===== src/rtl/i2cmts_pkg.sv =====
package i2cmts_pkg;

  // Host command or bus event carried by one input transaction
  typedef enum logic [2:0] {
    ACT_BEGIN_WRITE = 3'd0,
    ACT_QUEUE_BYTE  = 3'd1,
    ACT_END_WRITE   = 3'd2,
    ACT_REQ_READ    = 3'd3,
    ACT_BUS_EVENT   = 3'd4,
    ACT_POP         = 3'd5,
    ACT_PEEK        = 3'd6,
    ACT_FLUSH       = 3'd7
  } action_e;

  typedef enum logic [2:0] {
    ST_OK        = 3'd0,
    ST_BAD_ADDR  = 3'd1,
    ST_NOT_TX    = 3'd2,
    ST_NO_ROOM   = 3'd3,
    ST_NO_XFER   = 3'd4,
    ST_EMPTY     = 3'd5
  } status_e;

  typedef enum logic [2:0] {
    BC_NONE      = 3'd0,
    BC_SEND_ADDR = 3'd1,
    BC_SEND_DATA = 3'd2,
    BC_ACK_RECV  = 3'd3,
    BC_STOP      = 3'd4,
    BC_NACK_STOP = 3'd5,
    BC_CLR_ARB   = 3'd6,
    BC_CLR_FAULT = 3'd7
  } bus_cmd_e;

  typedef enum logic [1:0] {
    RES_SUCCESS  = 2'd0,
    RES_NACK     = 2'd1,
    RES_ARB_LOST = 2'd2,
    RES_BUS_ERR  = 2'd3
  } result_e;

  typedef struct packed {
    action_e     action;
    logic [7:0]  target_address;
    logic [7:0]  data_byte;
    logic [7:0]  read_count;
    logic        arb_lost;
    logic        bus_fault;
    logic        write_done;
    logic        read_done;
    logic        got_nack;
    logic [7:0]  bus_data;
  } in_item_t;

  typedef struct packed {
    status_e     status;
    bus_cmd_e    bus_command;
    logic [7:0]  bus_byte;
    logic [7:0]  read_data;
    logic        read_valid;
    result_e     transfer_result;
    logic [5:0]  rx_available;
    logic [5:0]  reads_pending;
  } out_item_t;

endpackage


===== src/rtl/i2cmts_cmd_if.sv =====
interface i2cmts_cmd_if;
  logic       valid;
  logic       ready;
  logic [2:0] action;
  logic [7:0] target_address;
  logic [7:0] data_byte;
  logic [7:0] read_count;
  logic       arb_lost;
  logic       bus_fault;
  logic       write_done;
  logic       read_done;
  logic       got_nack;
  logic [7:0] bus_data;

  modport source (
    output valid, action, target_address, data_byte, read_count,
           arb_lost, bus_fault, write_done, read_done, got_nack, bus_data,
    input  ready
  );

  modport sink (
    input  valid, action, target_address, data_byte, read_count,
           arb_lost, bus_fault, write_done, read_done, got_nack, bus_data,
    output ready
  );
endinterface


===== src/rtl/i2cmts_res_if.sv =====
interface i2cmts_res_if;
  logic       valid;
  logic       ready;
  logic [2:0] status;
  logic [2:0] bus_command;
  logic [7:0] bus_byte;
  logic [7:0] read_data;
  logic       read_valid;
  logic [1:0] transfer_result;
  logic [5:0] rx_available;
  logic [5:0] reads_pending;

  modport source (
    output valid, status, bus_command, bus_byte, read_data, read_valid,
           transfer_result, rx_available, reads_pending,
    input  ready
  );

  modport sink (
    input  valid, status, bus_command, bus_byte, read_data, read_valid,
           transfer_result, rx_available, reads_pending,
    output ready
  );
endinterface


===== src/rtl/i2c_master_transfer_sequencer_core.sv =====
// I2C master transfer sequencer. Each command transaction (begin write, queue
// byte, end write, request read, bus event, pop, peek, flush) yields exactly
// one result transaction carrying status, the next bus command and byte, a
// popped/peeked receive byte, the sticky transfer result and the receive and
// pending-read counts. Throughput is one transaction per clock unless res_o.ready
// stalls it; a command passes the command register, then the result register,
// which lets a new command enter while an earlier result still waits on res_o.ready.
// Each byte store (transmit and receive, BUFFER_DEPTH bytes each) is a
// single-write, single-read memory whose registered read port is steered by
// the next read pointer, so the byte at the current pointer is always ready.
// Stores need no clearing after reset: they are only read below their fill
// marks. Counts above 63 show modulo 64 on rx_available and reads_pending.
module i2c_master_transfer_sequencer_core
  import i2cmts_pkg::*;
#(
  parameter int BUFFER_DEPTH = 32   // 1..256
) (
  input  logic         clk_i,
  input  logic         rst_ni,
  i2cmts_cmd_if.sink   cmd_i,
  i2cmts_res_if.source res_o
);

  localparam int CntW = $clog2(BUFFER_DEPTH + 1);
  localparam int IdxW = (BUFFER_DEPTH > 1) ? $clog2(BUFFER_DEPTH) : 1;
  localparam logic [CntW-1:0] DepthC  = CntW'(BUFFER_DEPTH);
  localparam logic [8:0]      Depth9  = 9'(BUFFER_DEPTH);
  localparam logic [CntW-1:0] OneC    = CntW'(1);

  // ---------------------------------------------------------------------
  // Handshake / pipeline control
  // ---------------------------------------------------------------------
  logic      in_vld_q;
  in_item_t  in_q;
  logic      out_vld_q;
  out_item_t out_q;
  out_item_t res_d;
  logic      out_free;
  logic      fire;

  assign out_free    = !out_vld_q || res_o.ready;
  assign fire        = in_vld_q && out_free;
  assign cmd_i.ready = !in_vld_q || out_free;

  always_ff @(posedge clk_i or negedge rst_ni) begin
    if (!rst_ni) begin
      in_vld_q <= 1'b0;
    end else if (cmd_i.ready) begin
      in_vld_q <= cmd_i.valid;
    end
  end

  always_ff @(posedge clk_i) begin
    if (cmd_i.valid && cmd_i.ready) begin
      in_q.action         <= action_e'(cmd_i.action);
      in_q.target_address <= cmd_i.target_address;
      in_q.data_byte      <= cmd_i.data_byte;
      in_q.read_count     <= cmd_i.read_count;
      in_q.arb_lost       <= cmd_i.arb_lost;
      in_q.bus_fault      <= cmd_i.bus_fault;
      in_q.write_done     <= cmd_i.write_done;
      in_q.read_done      <= cmd_i.read_done;
      in_q.got_nack       <= cmd_i.got_nack;
      in_q.bus_data       <= cmd_i.bus_data;
    end
  end

  // ---------------------------------------------------------------------
  // Sequencer state
  // ---------------------------------------------------------------------
  logic [7:0]      addr_q, addr_d;
  logic [CntW-1:0] tx_fill_q, tx_fill_d;
  logic [CntW-1:0] tx_rd_q, tx_rd_d;
  logic [CntW-1:0] rx_fill_q, rx_fill_d;
  logic [CntW-1:0] rx_rd_q, rx_rd_d;
  logic [CntW-1:0] reads_left_q, reads_left_d;
  result_e         result_q, result_d;

  logic            tx_we, rx_we;
  logic [7:0]      tx_rdata_q, rx_rdata_q;
  logic            addr_ok;
  logic            rcount_big;

  // valid 7-bit address: 1..127
  assign addr_ok    = !in_q.target_address[7] && (|in_q.target_address);
  assign rcount_big = {1'b0, in_q.read_count} > Depth9;

  always_comb begin
    addr_d       = addr_q;
    tx_fill_d    = tx_fill_q;
    tx_rd_d      = tx_rd_q;
    rx_fill_d    = rx_fill_q;
    rx_rd_d      = rx_rd_q;
    reads_left_d = reads_left_q;
    result_d     = result_q;
    tx_we        = 1'b0;
    rx_we        = 1'b0;

    res_d.status      = ST_OK;
    res_d.bus_command = BC_NONE;
    res_d.bus_byte    = 8'h00;
    res_d.read_data   = 8'h00;
    res_d.read_valid  = 1'b0;

    if (fire) begin
      unique case (in_q.action) inside
        ACT_BEGIN_WRITE: begin
          if (!addr_ok) begin
            res_d.status = ST_BAD_ADDR;
          end else begin
            addr_d    = in_q.target_address;
            tx_fill_d = '0;
            tx_rd_d   = '0;
          end
        end
        ACT_QUEUE_BYTE: begin
          if (addr_q == 8'h00) begin
            res_d.status = ST_NOT_TX;
          end else if (tx_fill_q >= DepthC) begin
            res_d.status = ST_NO_ROOM;
          end else begin
            tx_we     = 1'b1;
            tx_fill_d = tx_fill_q + OneC;
          end
        end
        ACT_END_WRITE: begin
          if (addr_q == 8'h00) begin
            res_d.status = ST_NOT_TX;
          end else if (rcount_big) begin
            res_d.status = ST_NO_ROOM;
          end else begin
            tx_rd_d           = '0;
            rx_fill_d         = '0;
            rx_rd_d           = '0;
            reads_left_d      = CntW'(in_q.read_count);
            result_d          = RES_SUCCESS;
            addr_d            = {addr_q[6:0], 1'b0};  // write address, R/W=0
            res_d.bus_command = BC_SEND_ADDR;
            res_d.bus_byte    = {addr_q[6:0], 1'b0};
          end
        end
        ACT_REQ_READ: begin
          if (!addr_ok) begin
            res_d.status = ST_BAD_ADDR;
          end else if (in_q.read_count == 8'h00 || rcount_big) begin
            res_d.status = ST_NO_ROOM;
          end else begin
            tx_fill_d         = '0;
            tx_rd_d           = '0;
            rx_fill_d         = '0;
            rx_rd_d           = '0;
            reads_left_d      = CntW'(in_q.read_count);
            result_d          = RES_SUCCESS;
            addr_d            = {in_q.target_address[6:0], 1'b1};  // R/W=1
            res_d.bus_command = BC_SEND_ADDR;
            res_d.bus_byte    = {in_q.target_address[6:0], 1'b1};
          end
        end
        ACT_BUS_EVENT: begin
          // priority: arbitration lost, bus error, write done, read done
          if (in_q.arb_lost) begin
            res_d.bus_command = BC_CLR_ARB;
            result_d          = RES_ARB_LOST;
          end else if (in_q.bus_fault) begin
            res_d.bus_command = BC_CLR_FAULT;
            result_d          = RES_BUS_ERR;
          end else if (in_q.write_done) begin
            if (in_q.got_nack) begin
              res_d.bus_command = BC_STOP;
              result_d          = RES_NACK;
            end else if (tx_rd_q < tx_fill_q) begin
              res_d.bus_command = BC_SEND_DATA;
              res_d.bus_byte    = tx_rdata_q;
              tx_rd_d           = tx_rd_q + OneC;
            end else if (reads_left_q != '0) begin
              // repeated start into the read phase
              res_d.bus_command = BC_SEND_ADDR;
              res_d.bus_byte    = {addr_q[7:1], 1'b1};
            end else begin
              res_d.bus_command = BC_STOP;
              result_d          = RES_SUCCESS;
            end
          end else if (in_q.read_done) begin
            if (reads_left_q != '0) begin
              // byte beyond store depth is dropped but still counted
              if (rx_fill_q < DepthC) begin
                rx_we     = 1'b1;
                rx_fill_d = rx_fill_q + OneC;
              end
              reads_left_d = reads_left_q - OneC;
            end
            if (reads_left_d != '0) begin
              res_d.bus_command = BC_ACK_RECV;
            end else begin
              res_d.bus_command = BC_NACK_STOP;
              result_d          = RES_SUCCESS;
            end
          end else begin
            res_d.status = ST_NO_XFER;
          end
        end
        ACT_POP, ACT_PEEK: begin
          if (rx_rd_q < rx_fill_q) begin
            res_d.read_data  = rx_rdata_q;
            res_d.read_valid = 1'b1;
            if (in_q.action == ACT_POP) begin
              rx_rd_d = rx_rd_q + OneC;
            end
          end else begin
            res_d.status = ST_EMPTY;
          end
        end
        ACT_FLUSH: begin
          rx_fill_d = '0;
          rx_rd_d   = '0;
        end
        default: begin
        end
      endcase
    end

    res_d.transfer_result = result_d;
    res_d.rx_available    = 6'(rx_fill_d - rx_rd_d);
    res_d.reads_pending   = 6'(reads_left_d);
  end

  always_ff @(posedge clk_i or negedge rst_ni) begin
    if (!rst_ni) begin
      addr_q       <= 8'h00;
      tx_fill_q    <= '0;
      tx_rd_q      <= '0;
      rx_fill_q    <= '0;
      rx_rd_q      <= '0;
      reads_left_q <= '0;
      result_q     <= RES_SUCCESS;
    end else begin
      addr_q       <= addr_d;
      tx_fill_q    <= tx_fill_d;
      tx_rd_q      <= tx_rd_d;
      rx_fill_q    <= rx_fill_d;
      rx_rd_q      <= rx_rd_d;
      reads_left_q <= reads_left_d;
      result_q     <= result_d;
    end
  end

  // ---------------------------------------------------------------------
  // Byte stores: one write port, one registered read port each. The read
  // register tracks the next pointer, with write-through on a collision.
  // ---------------------------------------------------------------------
  logic [7:0]      tx_mem [BUFFER_DEPTH];
  logic [7:0]      rx_mem [BUFFER_DEPTH];
  logic [IdxW-1:0] tx_waddr, tx_raddr, rx_waddr, rx_raddr;

  assign tx_waddr = tx_fill_q[IdxW-1:0];
  assign tx_raddr = tx_rd_d[IdxW-1:0];
  assign rx_waddr = rx_fill_q[IdxW-1:0];
  assign rx_raddr = rx_rd_d[IdxW-1:0];

  always_ff @(posedge clk_i) begin
    if (tx_we) begin
      tx_mem[tx_waddr] <= in_q.data_byte;
    end
    if (tx_we && tx_waddr == tx_raddr) begin
      tx_rdata_q <= in_q.data_byte;
    end else begin
      tx_rdata_q <= tx_mem[tx_raddr];
    end
  end

  always_ff @(posedge clk_i) begin
    if (rx_we) begin
      rx_mem[rx_waddr] <= in_q.bus_data;
    end
    if (rx_we && rx_waddr == rx_raddr) begin
      rx_rdata_q <= in_q.bus_data;
    end else begin
      rx_rdata_q <= rx_mem[rx_raddr];
    end
  end

  // ---------------------------------------------------------------------
  // Result register
  // ---------------------------------------------------------------------
  always_ff @(posedge clk_i or negedge rst_ni) begin
    if (!rst_ni) begin
      out_vld_q <= 1'b0;
    end else if (out_free) begin
      out_vld_q <= in_vld_q;
    end
  end

  always_ff @(posedge clk_i) begin
    if (fire) begin
      out_q <= res_d;
    end
  end

  assign res_o.valid           = out_vld_q;
  assign res_o.status          = out_q.status;
  assign res_o.bus_command     = out_q.bus_command;
  assign res_o.bus_byte        = out_q.bus_byte;
  assign res_o.read_data       = out_q.read_data;
  assign res_o.read_valid      = out_q.read_valid;
  assign res_o.transfer_result = out_q.transfer_result;
  assign res_o.rx_available    = out_q.rx_available;
  assign res_o.reads_pending   = out_q.reads_pending;

endmodule


===== src/flat_wrapper.sv =====
// flat-port wrapper written by rule: the top's interface ports become plain ports
module i2c_master_transfer_sequencer_core_flat import i2cmts_pkg::*;
#(
  parameter int BUFFER_DEPTH = 32            
)
  (clk_i, rst_ni, cmd_i_valid, cmd_i_action, cmd_i_target_address, cmd_i_data_byte, cmd_i_read_count, cmd_i_arb_lost, cmd_i_bus_fault, cmd_i_write_done, cmd_i_read_done, cmd_i_got_nack, cmd_i_bus_data, cmd_i_ready, res_o_valid, res_o_status, res_o_bus_command, res_o_bus_byte, res_o_read_data, res_o_read_valid, res_o_transfer_result, res_o_rx_available, res_o_reads_pending, res_o_ready);
  i2cmts_cmd_if cmd_i_i ();
  i2cmts_res_if res_o_i ();
  input  logic clk_i;
  input  logic rst_ni;
  input wire logic [$bits(cmd_i_i.valid)-1:0] cmd_i_valid;
  input wire logic [$bits(cmd_i_i.action)-1:0] cmd_i_action;
  input wire logic [$bits(cmd_i_i.target_address)-1:0] cmd_i_target_address;
  input wire logic [$bits(cmd_i_i.data_byte)-1:0] cmd_i_data_byte;
  input wire logic [$bits(cmd_i_i.read_count)-1:0] cmd_i_read_count;
  input wire logic [$bits(cmd_i_i.arb_lost)-1:0] cmd_i_arb_lost;
  input wire logic [$bits(cmd_i_i.bus_fault)-1:0] cmd_i_bus_fault;
  input wire logic [$bits(cmd_i_i.write_done)-1:0] cmd_i_write_done;
  input wire logic [$bits(cmd_i_i.read_done)-1:0] cmd_i_read_done;
  input wire logic [$bits(cmd_i_i.got_nack)-1:0] cmd_i_got_nack;
  input wire logic [$bits(cmd_i_i.bus_data)-1:0] cmd_i_bus_data;
  output wire logic [$bits(cmd_i_i.ready)-1:0] cmd_i_ready;
  output wire logic [$bits(res_o_i.valid)-1:0] res_o_valid;
  output wire logic [$bits(res_o_i.status)-1:0] res_o_status;
  output wire logic [$bits(res_o_i.bus_command)-1:0] res_o_bus_command;
  output wire logic [$bits(res_o_i.bus_byte)-1:0] res_o_bus_byte;
  output wire logic [$bits(res_o_i.read_data)-1:0] res_o_read_data;
  output wire logic [$bits(res_o_i.read_valid)-1:0] res_o_read_valid;
  output wire logic [$bits(res_o_i.transfer_result)-1:0] res_o_transfer_result;
  output wire logic [$bits(res_o_i.rx_available)-1:0] res_o_rx_available;
  output wire logic [$bits(res_o_i.reads_pending)-1:0] res_o_reads_pending;
  input wire logic [$bits(res_o_i.ready)-1:0] res_o_ready;
  assign cmd_i_i.valid = cmd_i_valid;
  assign cmd_i_i.action = cmd_i_action;
  assign cmd_i_i.target_address = cmd_i_target_address;
  assign cmd_i_i.data_byte = cmd_i_data_byte;
  assign cmd_i_i.read_count = cmd_i_read_count;
  assign cmd_i_i.arb_lost = cmd_i_arb_lost;
  assign cmd_i_i.bus_fault = cmd_i_bus_fault;
  assign cmd_i_i.write_done = cmd_i_write_done;
  assign cmd_i_i.read_done = cmd_i_read_done;
  assign cmd_i_i.got_nack = cmd_i_got_nack;
  assign cmd_i_i.bus_data = cmd_i_bus_data;
  assign cmd_i_ready = cmd_i_i.ready;
  assign res_o_valid = res_o_i.valid;
  assign res_o_status = res_o_i.status;
  assign res_o_bus_command = res_o_i.bus_command;
  assign res_o_bus_byte = res_o_i.bus_byte;
  assign res_o_read_data = res_o_i.read_data;
  assign res_o_read_valid = res_o_i.read_valid;
  assign res_o_transfer_result = res_o_i.transfer_result;
  assign res_o_rx_available = res_o_i.rx_available;
  assign res_o_reads_pending = res_o_i.reads_pending;
  assign res_o_i.ready = res_o_ready;
  i2c_master_transfer_sequencer_core #(.BUFFER_DEPTH(BUFFER_DEPTH)) u_core (.clk_i(clk_i), .rst_ni(rst_ni), .cmd_i(cmd_i_i), .res_o(res_o_i));
endmodule

===== config.mk =====
export PLATFORM = sky130hd
export DESIGN_NAME = i2c_master_transfer_sequencer_core_flat
export DESIGN_NICKNAME = d
export VERILOG_FILES = /design/src/rtl/i2cmts_pkg.sv /design/src/rtl/i2cmts_cmd_if.sv /design/src/rtl/i2cmts_res_if.sv /design/src/rtl/i2c_master_transfer_sequencer_core.sv /design/src/flat_wrapper.sv
export SDC_FILE = /design/constraint.sdc
export NUM_CORES = 1
export LEC_CHECK = 0
export ABC_AREA = 1
export ABC_CLOCK_PERIOD_IN_PS = 3200
export BUFFER_PORTS_ARGS = -buffer_cell sky130_fd_sc_hd__buf_2
export CORE_AREA = 3 3 236 238
export DETAILED_ROUTE_END_ITERATION = 8
export DIE_AREA = 0 0 239 241
export GPL_ROUTABILITY_DRIVEN = 0
export GPL_TIMING_DRIVEN = 0
export PLACE_DENSITY = 0.71
export REMOVE_ABC_BUFFERS = 1
export SYNTH_ARGS = -nofsm -noshare
export SYNTH_HDL_FRONTEND = slang
export SYNTH_SLANG_ARGS = --single-unit

===== constraint.sdc =====
create_clock -name clk_i -period 3.2 [get_ports clk_i]
set_input_delay 0.64 -clock clk_i [delete_from_list [all_inputs] [get_ports clk_i]]
set_output_delay 0.64 -clock clk_i [all_outputs]
set_load 0.02 [all_outputs]

== Word-level counts from Yosys, hierarchy flattened ==
Memory sizes are Yosys's and may differ from the RTL's. A register that Yosys moved wholly into a read port is not among the register bits.
Index checks and enable logic that the tools add are counted.

* Memories: 2
* Memory bits (writable): 512
* Bits of input ports: 44
* Flip-flop bits (word level): 119
* Output and inout bits: 39

{| class="wikitable"
|+ Memories
! memory !! words !! width !! rd ports !! clocked after memory_dff !! write ports !! RTL line !! source
|-
| u_core.rx_mem || 32 || 8 || 1 || 1 || 1 || i2c_master_transfer_sequencer_core.sv:252 || <nowiki>logic [7:0] rx_mem [BUFFER_DEPTH];</nowiki>
|-
| u_core.tx_mem || 32 || 8 || 1 || 1 || 1 || i2c_master_transfer_sequencer_core.sv:251 || <nowiki>logic [7:0] tx_mem [BUFFER_DEPTH];</nowiki>
|}

* Mux-type cells: 123
* Reductions and logical operators: 23
* $add $sub $neg: 6
* Eq/ne operators: 19
* Order comparisons: 5

{| class="wikitable"
|+ Operator list
! operator !! count
|-
| $mux 6 || 49
|-
| $mux 8 || 10
|-
| $pmux 6 s4 || 3
|-
| $mux 3 || 13
|-
| $mux 2 || 18
|-
| $pmux 6 s3 || 2
|-
| $mux 11 || 3
|-
| $pmux 11 s3 || 1
|-
| $add 6x1->6 const B || 4
|-
| $pmux 8 s3 || 1
|-
| $mux 1 || 18
|-
| $mux 9 || 2
|-
| $ne 2x2->1 const B || 9
|-
| $pmux 3 s6 || 1
|-
| $logic_not 8->1 || 2
|-
| $reduce_and 7->1 || 2
|-
| $eq 3x3->1 const B || 4
|-
| $lt 6x6->1 || 2
|-
| $reduce_and 12->1 || 1
|-
| $reduce_bool 6->1 || 2
|-
| $gt 8x6->1 const B || 1
|-
| $reduce_or 8->1 || 1
|-
| $eq 3x2->1 const B || 2
|-
| $ge 6x6->1 const B || 1
|-
| 15 further kinds || 24
|}

== Longest topological paths before layout ==
Gate-level depths: netlist (run 1).

* Depth in word-level cells: 16
* Gate-level depth with buffers: 23
* Depth with buffers taken out: 23

== Worst setup path after synthesis (run 1) ==
OpenSTA, ideal clock, no wires.

* Path type: in2reg
* Start point: in res_o_ready
* End point: reg u_core.out_q (netlist bit u_core.res_o.rx_available[5]), data pin
* Library setup time: 0.252 ns
* Slack: -0.158 ns
* Arrival time: 3.106 ns
* Cell stages on the path: 18
* Path through: inv_1 a21oi_2 buf_2 o21ai_1 nor2_2 nand2_4 a21oi_1 o21a_1 inv_1 ha_1 nand2_1 nor2_1 a211oi_1 o21ai_1 nand2_1 nand2_1 nand2_1 nand2_1

{| class="wikitable"
|+ RTL lines
! item !! RTL line !! source
|-
| from (decl) || flat_wrapper.sv:32 || <nowiki>input wire logic [$bits(res_o_i.ready)-1:0] res_o_ready;</nowiki>
|-
| to (signal assigned) || i2c_master_transfer_sequencer_core.sv:295 || <nowiki>out_q <= res_d;</nowiki>
|-
| to (decl) || i2c_master_transfer_sequencer_core.sv:36 || <nowiki>out_item_t out_q;</nowiki>
|}

== Worst setup path in the final report (run 1) ==
* Start point: reg u_core.in_q[38] (netlist name)
* End point: mem u_core.tx_mem[9][0] (enable)

* Word-level cells in the longest chain between the ends: 5

{| class="wikitable"
|+ RTL lines
! item !! RTL line !! source
|-
| from (decl) || i2c_master_transfer_sequencer_core.sv:34 || <nowiki>in_item_t in_q;</nowiki>
|-
| $eq 3x1->1 (no source line) || n/a ||
|-
| $mux 1 || i2c_master_transfer_sequencer_core.sv:106 || <nowiki>unique case (in_q.action) inside</nowiki>
|-
| $mux 1 || i2c_master_transfer_sequencer_core.sv:105 || <nowiki>if (fire) begin</nowiki>
|-
| $mux 1 || i2c_master_transfer_sequencer_core.sv:261 || <nowiki>if (tx_we) begin</nowiki>
|-
| $mux 1 (implied by the code) || i2c_master_transfer_sequencer_core.sv:262 || <nowiki>tx_mem[tx_waddr] <= in_q.data_byte;</nowiki>
|-
| to (decl) || i2c_master_transfer_sequencer_core.sv:251 ||
|}

Every way passes these cells.

==> impl_metrics.yaml, run 1 <==
timing:
  finalMaxSlewViolations: 0
  setup_violations: 0
  fin_ws_ns: 0.1150
  tightest_slew_ns: 1.297
  period_share: 0.9640
  skew_ns: 0.02492
  period_minus_slack_ns: 3.085
  grt_setup_unrepaired: "yes"
  fmax_mhz: 324.2
  slew-limit-headroom: 0.1351
  hold_viol_final: 0
global_route:
  grt_usage: 0.2166
  grt_pass1_wl_um: 95790
  grt_max_degree: 90
  grt_pass1_vias: 16640
  antenna_found_initial: 4
  gr-total-overflow: 0
floorplan:
  die_area_mm2: 0.05760
  die_h_um: 241
  die_x_um: 239
  initial_core_util: 0.4981
  core_mm2: 0.05381
  boundaryPins: 83
  std_cell_rows: 85
cts:
  cts_tree: "built"
  htree_levels: 2
  cts.path.max_buffers: 3
  cts_root_buf: "clkbuf_16"
  clock_sinks: 641
  clock_latency_ns: 0.64
  cts-buffers-inserted: 61
  clk_transition_reported_paths_ns: 0.06
yosys:
  ys_types: 56
  synth_cells: 2166
  avgSynthCellArea_um2: 12.38
  yosys_warnings: 0
  synth_seq_area_share: 0.7065
  synth-seq-cells: 641
  syn-cell-area_mm2: 0.02680
pwr:
  switching_share: 0.2399
  comb_power_share: 0.083
  power_frac_clock: 0.393
  p_int_w: 0.01408
  pwr-share-seq: 0.523
  p_total_w: 0.01853
  p_leak_nw: 10.55
  p_switching_w: 0.004445
  peakVddDrop_uv: 471.0
  p_per_area_mw_per_mm2: 611.7
setup_path:
  crit_arrival_ns: 3.34
  critical_path.top_delay_family: "simple AND/OR/NAND/NOR gates"
  reg2reg_depth: 7
  worstSetupPathType: "flop to flop"
  worstPathCellList: "nor2_4 > inv_1 > nor2_2 > inv_1 > nor2_1 > nand2_1 > nor2_1"
  worst_setup_path_start_kind: "flop"
  end_kind: "flop"
  reg2reg_slack_ns: 0.12
  critPathBufInv: 2
  worstPathMaxFanout: 8
  cp_num_cells: 7
  critPathCapture: "u_core.tx_mem[9][0]"
  r2r_end: "u_core.tx_mem[9][0]"
  crit_slowest_cell: "nor2_1"
  slowest_delay_ns: 0.78
  required_ns: 3.45
  worstSetupStartpoint: "u_core.in_q[38]"
  timing.rr.start: "u_core.in_q[38]"
route:
  antenna_left: 0
  routed_via_density: 5.920
  num_vias: 17710
  route.detailed.drc: 0
  drt_wl_total_um: 63910
  drtIter0Drc: 2243
  drt-pass1-iter-count: 6
  drt-wirelength-per-cell_um: 21.36
finish:
  fin_nets: 2316
  layout-drive-gt1-share: 0.1285
  fill_cells: 4149
  multi_input_area_mm2: 0.007053
  diodes: 0
  syn2layout_area_growth_pct: 13.00
  seqCellArea_mm2: 0.01896
job:
  drv_cap: 0
run_status:
  outcome: "finished, final reports clean"
placement:
  preCtsSetupSlack_ns: -0.7545
  dp_hpwl_um: 38120
  port_buffers: 82
worst_hold_path:
  hp-class: "primary input to async pin"
-- synth_stat cells, drive strengths merged --
library cell  instances  share of area
xor2                  3        0.00098
fa                    1        0.00075
a31oi                11         0.0026
o2111ai               1        0.00033
dfrtp                42          0.039
a21oi                94          0.018
o311ai                6         0.0020
nand3               165          0.031
o21ai               138          0.026
nor3                 15         0.0034
o22ai                15         0.0035
buf                  46         0.0085
o41ai                 1        0.00033
ha                   27          0.013
clkinv                5        0.00070
nor2                228          0.035
nand4                 7         0.0016
o211ai               20         0.0056
xnor2                 2        0.00065
a211oi                1        0.00028
a21boi                1        0.00028
edfxtp              589           0.66
clkbuf               58         0.0081
dfxtp                10         0.0075
a22o                  1        0.00033
a221o                 5         0.0019
o21a                  4         0.0011
a22oi                18         0.0050
o21bai                2        0.00098
nor4                  2         0.0013
o221ai               54          0.018
inv                 119          0.017
a32o                  9         0.0034
o31ai                 2        0.00056
mux2i                50          0.019
a21o                  1        0.00028
o32ai                13         0.0042
or2                   1        0.00023
nand2               399          0.059
-- worst min-delay path by stage --
stage / startpoint / end / slack [ns] / cells past startpoint
after floorplan: rst_ni / u_core.addr_q[0] / 0.34 / 0
after global placement: u_core.in_vld_q / u_core.res_o.valid / 0.47 / 2
after detailed placement: u_core.result_q[0] / u_core.result_q[0] / 0.51 / 2
after CTS: cmd_i_read_count[1] / u_core.in_q[14] / 0.14 / 1
after global routing: cmd_i_bus_data[2] / u_core.in_q[2] / 0.15 / 1
final: rst_ni / u_core.reads_left_q[0] / 0.17 / 1
-- power by group through the flow --
| stage | Sequential (W) | Clock, W | Combinational (W) |
|---|---|---|---|
| 2_1_floorplan | 0.00986 | 0 | 0.000838 |
| 3_3_place_gp | 0.00991 | 0 | 0.00134 |
| 3_5_place_dp | 0.00986 | 0 | 0.00143 |
| 4_1_cts | 0.00969 | 0.00738 | 0.00145 |
| 5_1_grt | 0.00972 | 0.00774 | 0.00169 |
| 6_report | 0.00970 | 0.00729 | 0.00154 |
-- cells by family (layout without fill, tap and decap cells) --
family | Yosys count | after routing | synth area share
AO/OA/AOI/OAI | 397 | 398 | 0.09387
flip-flops | 641 | 641 | 0.7065
buffers and inverters | 228 | 357 | 0.03403
AND/OR/NAND/NOR | 817 | 817 | 0.1319
XOR/XNOR | 5 | 5 | 0.001634
adder cells (fa/ha/maj) | 28 | 28 | 0.01335
multiplexers | 50 | 50 | 0.01867
-- worst register-to-register path: cells and delay by family (launching register included) --
family | cells | cell delay (ns)
buffers and inverters | 2 | 0.18
DFF | 1 | 0.48
and+or+nand+nor | 5 | 2.04
-- area by class of cell --
type | count | share of cell area
Multi-Input combinational cell | 1298 | 0.2329
Inverter | 124 | 0.01586
Clock buffer | 82 | 0.05465
Sequential cell | 641 | 0.6259
Clock inverter | 33 | 0.01252
Tap cell | 696 | 0.02875
Timing Repair Buffer | 118 | 0.02949
-- stage by stage --
stage	TNS, ns	utilization	std cells	hold slack, ns	area, µm²
CTS	-0.1142	0.5577	2969	0.1427	30010
floorplan	-144.79	-	2062	0.3444	26360
global route	-0.1101	0.5628	2992	0.1487	30290
finish	0	0.5628	2992	0.1725	30290
detailed placement	-250.03	0.5190	2851	0.5086	27930
global placement	-1122.12	0.5136	2840	0.4678	27640
-- layout by cell type, fill, tap and decap left out, types with 13 or more instances in the layout --
master / count
a21oi_1: 89
a22oi_1: 18
buf_2: 82
buf_4: 22
clkbuf_1: 16
clkbuf_16: 62
clkinv_1: 17
dfrtp_1: 39
edfxtp_1: 589
ha_1: 26
inv_1: 96
inv_2: 19
mux2i_1: 50
nand2_1: 383
nand3_1: 162
nor2_1: 206
o211ai_1: 20
o21ai_0: 125
o221ai_1: 54
o22ai_1: 15
o32ai_1: 13
-- registers in the layout (all words and copies together) (netlist names), named ones only --
signal                        cells
u_core.res_o.rx_available         6
u_core.tx_fill_q                  6
u_core.res_o.read_valid           1
u_core.res_o.transfer_result      2
u_core.tx_mem                   256
u_core.res_o.valid                1
u_core.addr_q                     8
u_core.res_o.bus_command          3
u_core.res_o.bus_byte             8
u_core.rx_fill_q                  6
u_core.res_o.reads_pending        6
u_core.rx_rd_q                    6
u_core.result_q                   2
u_core.reads_left_q               6
u_core.in_vld_q                   1
u_core.tx_rd_q                    6
u_core.in_q                      40
u_core.rx_mem                   256
u_core.res_o.status               3
u_core.res_o.read_data            8
-- per-layer routing --
layer	global-route usage	vias up	wire, µm
met5	0	-	0
met2	0.3377	902	29620
met1	0.3088	8618	26390
li1	-	8054	-
met3	0.04000	140	5940
met4	0.07697	0	1953
-- what timing repair did --
action / CTS / global route
endpoints found under the setup margin: 505 / 206
setup buffers: 2 / 22
cloned: 1 / 1
pin swaps: 3 / 11
resized for setup: 6 / 31
hold buffers: 0 / 0
Note: power is estimated with default switching activity, not from simulation.
==> run 2, diff against run 1 <==
- BUFFER_PORTS_ARGS: -buffer_cell sky130_fd_sc_hd__buf_2 -> -buffer_cell sky130_fd_sc_hd__buf_4
==> run 2 against run 1 <==
Combinational power about the same. Cell area up 0.46%. Wire length down 0.21%. Total power about the same. Critical path depth up 1. Die area unchanged. Global-route usage up 0.19 points. Clock skew down 0.0022 ns. Sequential share of layout area down 0.29 points. Worst hold slack worse by 0.14 ns.
==> impl_metrics.yaml, run 2 (synthesis results as in run 1) <==
run_status:
  outcome: "finished, final reports clean"
cts:
  cts_root_buf: "clkbuf_16"
  clock_sinks: 641
  clock_latency_ns: 0.61
  cts.path.max_buffers: 3
  hold_buffers: 0
  clk_transition_reported_paths_ns: 0.07
  cts-buffers-inserted: 66
  htree_levels: 3
  cts_tree: "built"
floorplan:
  die_h_um: 241
  die_area_mm2: 0.05760
  initial_core_util: 0.4981
  std_cell_rows: 85
  die_x_um: 239
  boundaryPins: 83
  core_mm2: 0.05381
setup_path:
  critical_path.top_delay_family: "simple AND/OR/NAND/NOR gates"
  required_ns: 3.43
  slowest_delay_ns: 0.78
  worstSetupPathType: "flop to flop"
  crit_arrival_ns: 3.38
  crit_slowest_cell: "nor2_1"
  timing.rr.start: "u_core.in_q[38]"
  worstSetupStartpoint: "u_core.in_q[38]"
  worst_setup_path_start_kind: "flop"
  worstPathMaxFanout: 8
  worstPathCellList: "buf_4 > nor2_4 > inv_1 > nor2_2 > inv_1 > nor2_1 > nand2_1 > nor2_1"
  critPathBufInv: 3
  end_kind: "flop"
job:
  drv_cap: 0
finish:
  layout-drive-gt1-share: 0.1296
  reg.largest.list: "u_core.rx_mem x256, u_core.tx_mem x256, u_core.in_q x40"
  final_cell_mix: "edfxtp_1, nand2_1, nor2_1"
  syn2layout_area_growth_pct: 13.52
  fin_nets: 2311
  fin_cells: 2987
  final_common_cell: "edfxtp_1"
  stdcell_area_mm2: 0.03043
  diodes: 0
  utilization: 0.5655
route:
  drt-pass1-iter-count: 6
  drt-wirelength-per-cell_um: 21.35
  num_vias: 17560
  routed_via_density: 5.880
  drtIter0Drc: 2018
  antenna_left: 0
  route.detailed.drc: 0
  drt_wl_total_um: 63770
timing:
  holdWs_ns: 0.02881
  period_share: 0.9869
  slew-limit-headroom: 0.1679
  grt_setup_unrepaired: "yes"
  period_minus_slack_ns: 3.158
  fin_ws_ns: 0.04191
  skew_ns: 0.02270
  finalMaxSlewViolations: 0
  setup_violations: 0
  hold_viol_final: 0
  fmax_mhz: 316.6
  tightest_slew_ns: 1.248
global_route:
  grt_usage: 0.2185
  grt_max_degree: 86
  gr-total-overflow: 0
  grt_pass1_vias: 16890
  grt_pass1_wl_um: 96210
  antenna_found_initial: 0
worst_hold_path:
  hp-class: "primary input to async pin"
pwr:
  p_per_area_mw_per_mm2: 609.4
  p_leak_nw: 10.56
  peakVddDrop_uv: 457.8
placement:
  placed_area_mm2: 0.02813
  port_buffers: 82
  dp_hpwl_um: 37700
  dpl.cell_count: 2851
  preCtsSetupSlack_ns: -0.8024
-- run 2: where the power goes --
group	internal [W]	switching [W]
clock	0.00407	0.00321
combinational	0.000521	0.00105
sequential	0.00940	0.000287
-- run 2: metal layers --
layer,vias up,track usage,wire length [µm]
met5,-,0,0
met4,0,0.07220,1614
met3,112,0.03954,5379
met2,828,0.3498,29930
met1,8592,0.3066,26850
li1,8032,-,-
-- run 2: cell type report --
class | instances | area (µm²)
Sequential cell | 641 | 18960
Inverter | 124 | 485.5
Fill cell | 4204 | 23380
Clock buffer | 83 | 1735
Clock inverter | 37 | 311.5
Multi-Input combinational cell | 1298 | 7033
Tap cell | 696 | 870.8
Timing Repair Buffer | 108 | 1036
-- run 2: what timing repair did --
item,4_1_cts,5_1_grt
buffers inserted,3,11
gates cloned,1,1
gates resized for setup,10,24
pin swaps,3,4
endpoints found under the setup margin,516,49
-- run 2: worst register-to-register path, stage by stage (launching register included) --
cell      delay (ns)
edfxtp_1        0.46
buf_4           0.18
nor2_4          0.15
inv_1           0.07
nor2_2          0.26
inv_1           0.11
nor2_1          0.30
nand2_1         0.47
nor2_1          0.78
-- run 2: worst paths after layout --
path / to / slack, ns / cells after the start
max: u_core.tx_mem[15][3] / 0.04 / 8
min: u_core.reads_left_q[3] / 0.03 / 1
max reg2reg: u_core.tx_mem[15][3] / 0.04 / 8
min reg2reg: u_core.result_q[0] / 0.54 / 2
max in group asynchronous: u_core.rx_fill_q[2] / 2.73 / 1
min in group clk_i: u_core.in_q[31] / 0.21 / 1
-- run 2: through the flow --
step | setup TNS (ns) | power (W)
6_report | 0 | 0.01854
5_1_grt | -9.730 | 0.01916
3_3_place_gp | -1132.07 | 0.01129
3_5_place_dp | -254.11 | 0.01132
4_1_cts | 0 | 0.01856
2_1_floorplan | -144.79 | 0.01069
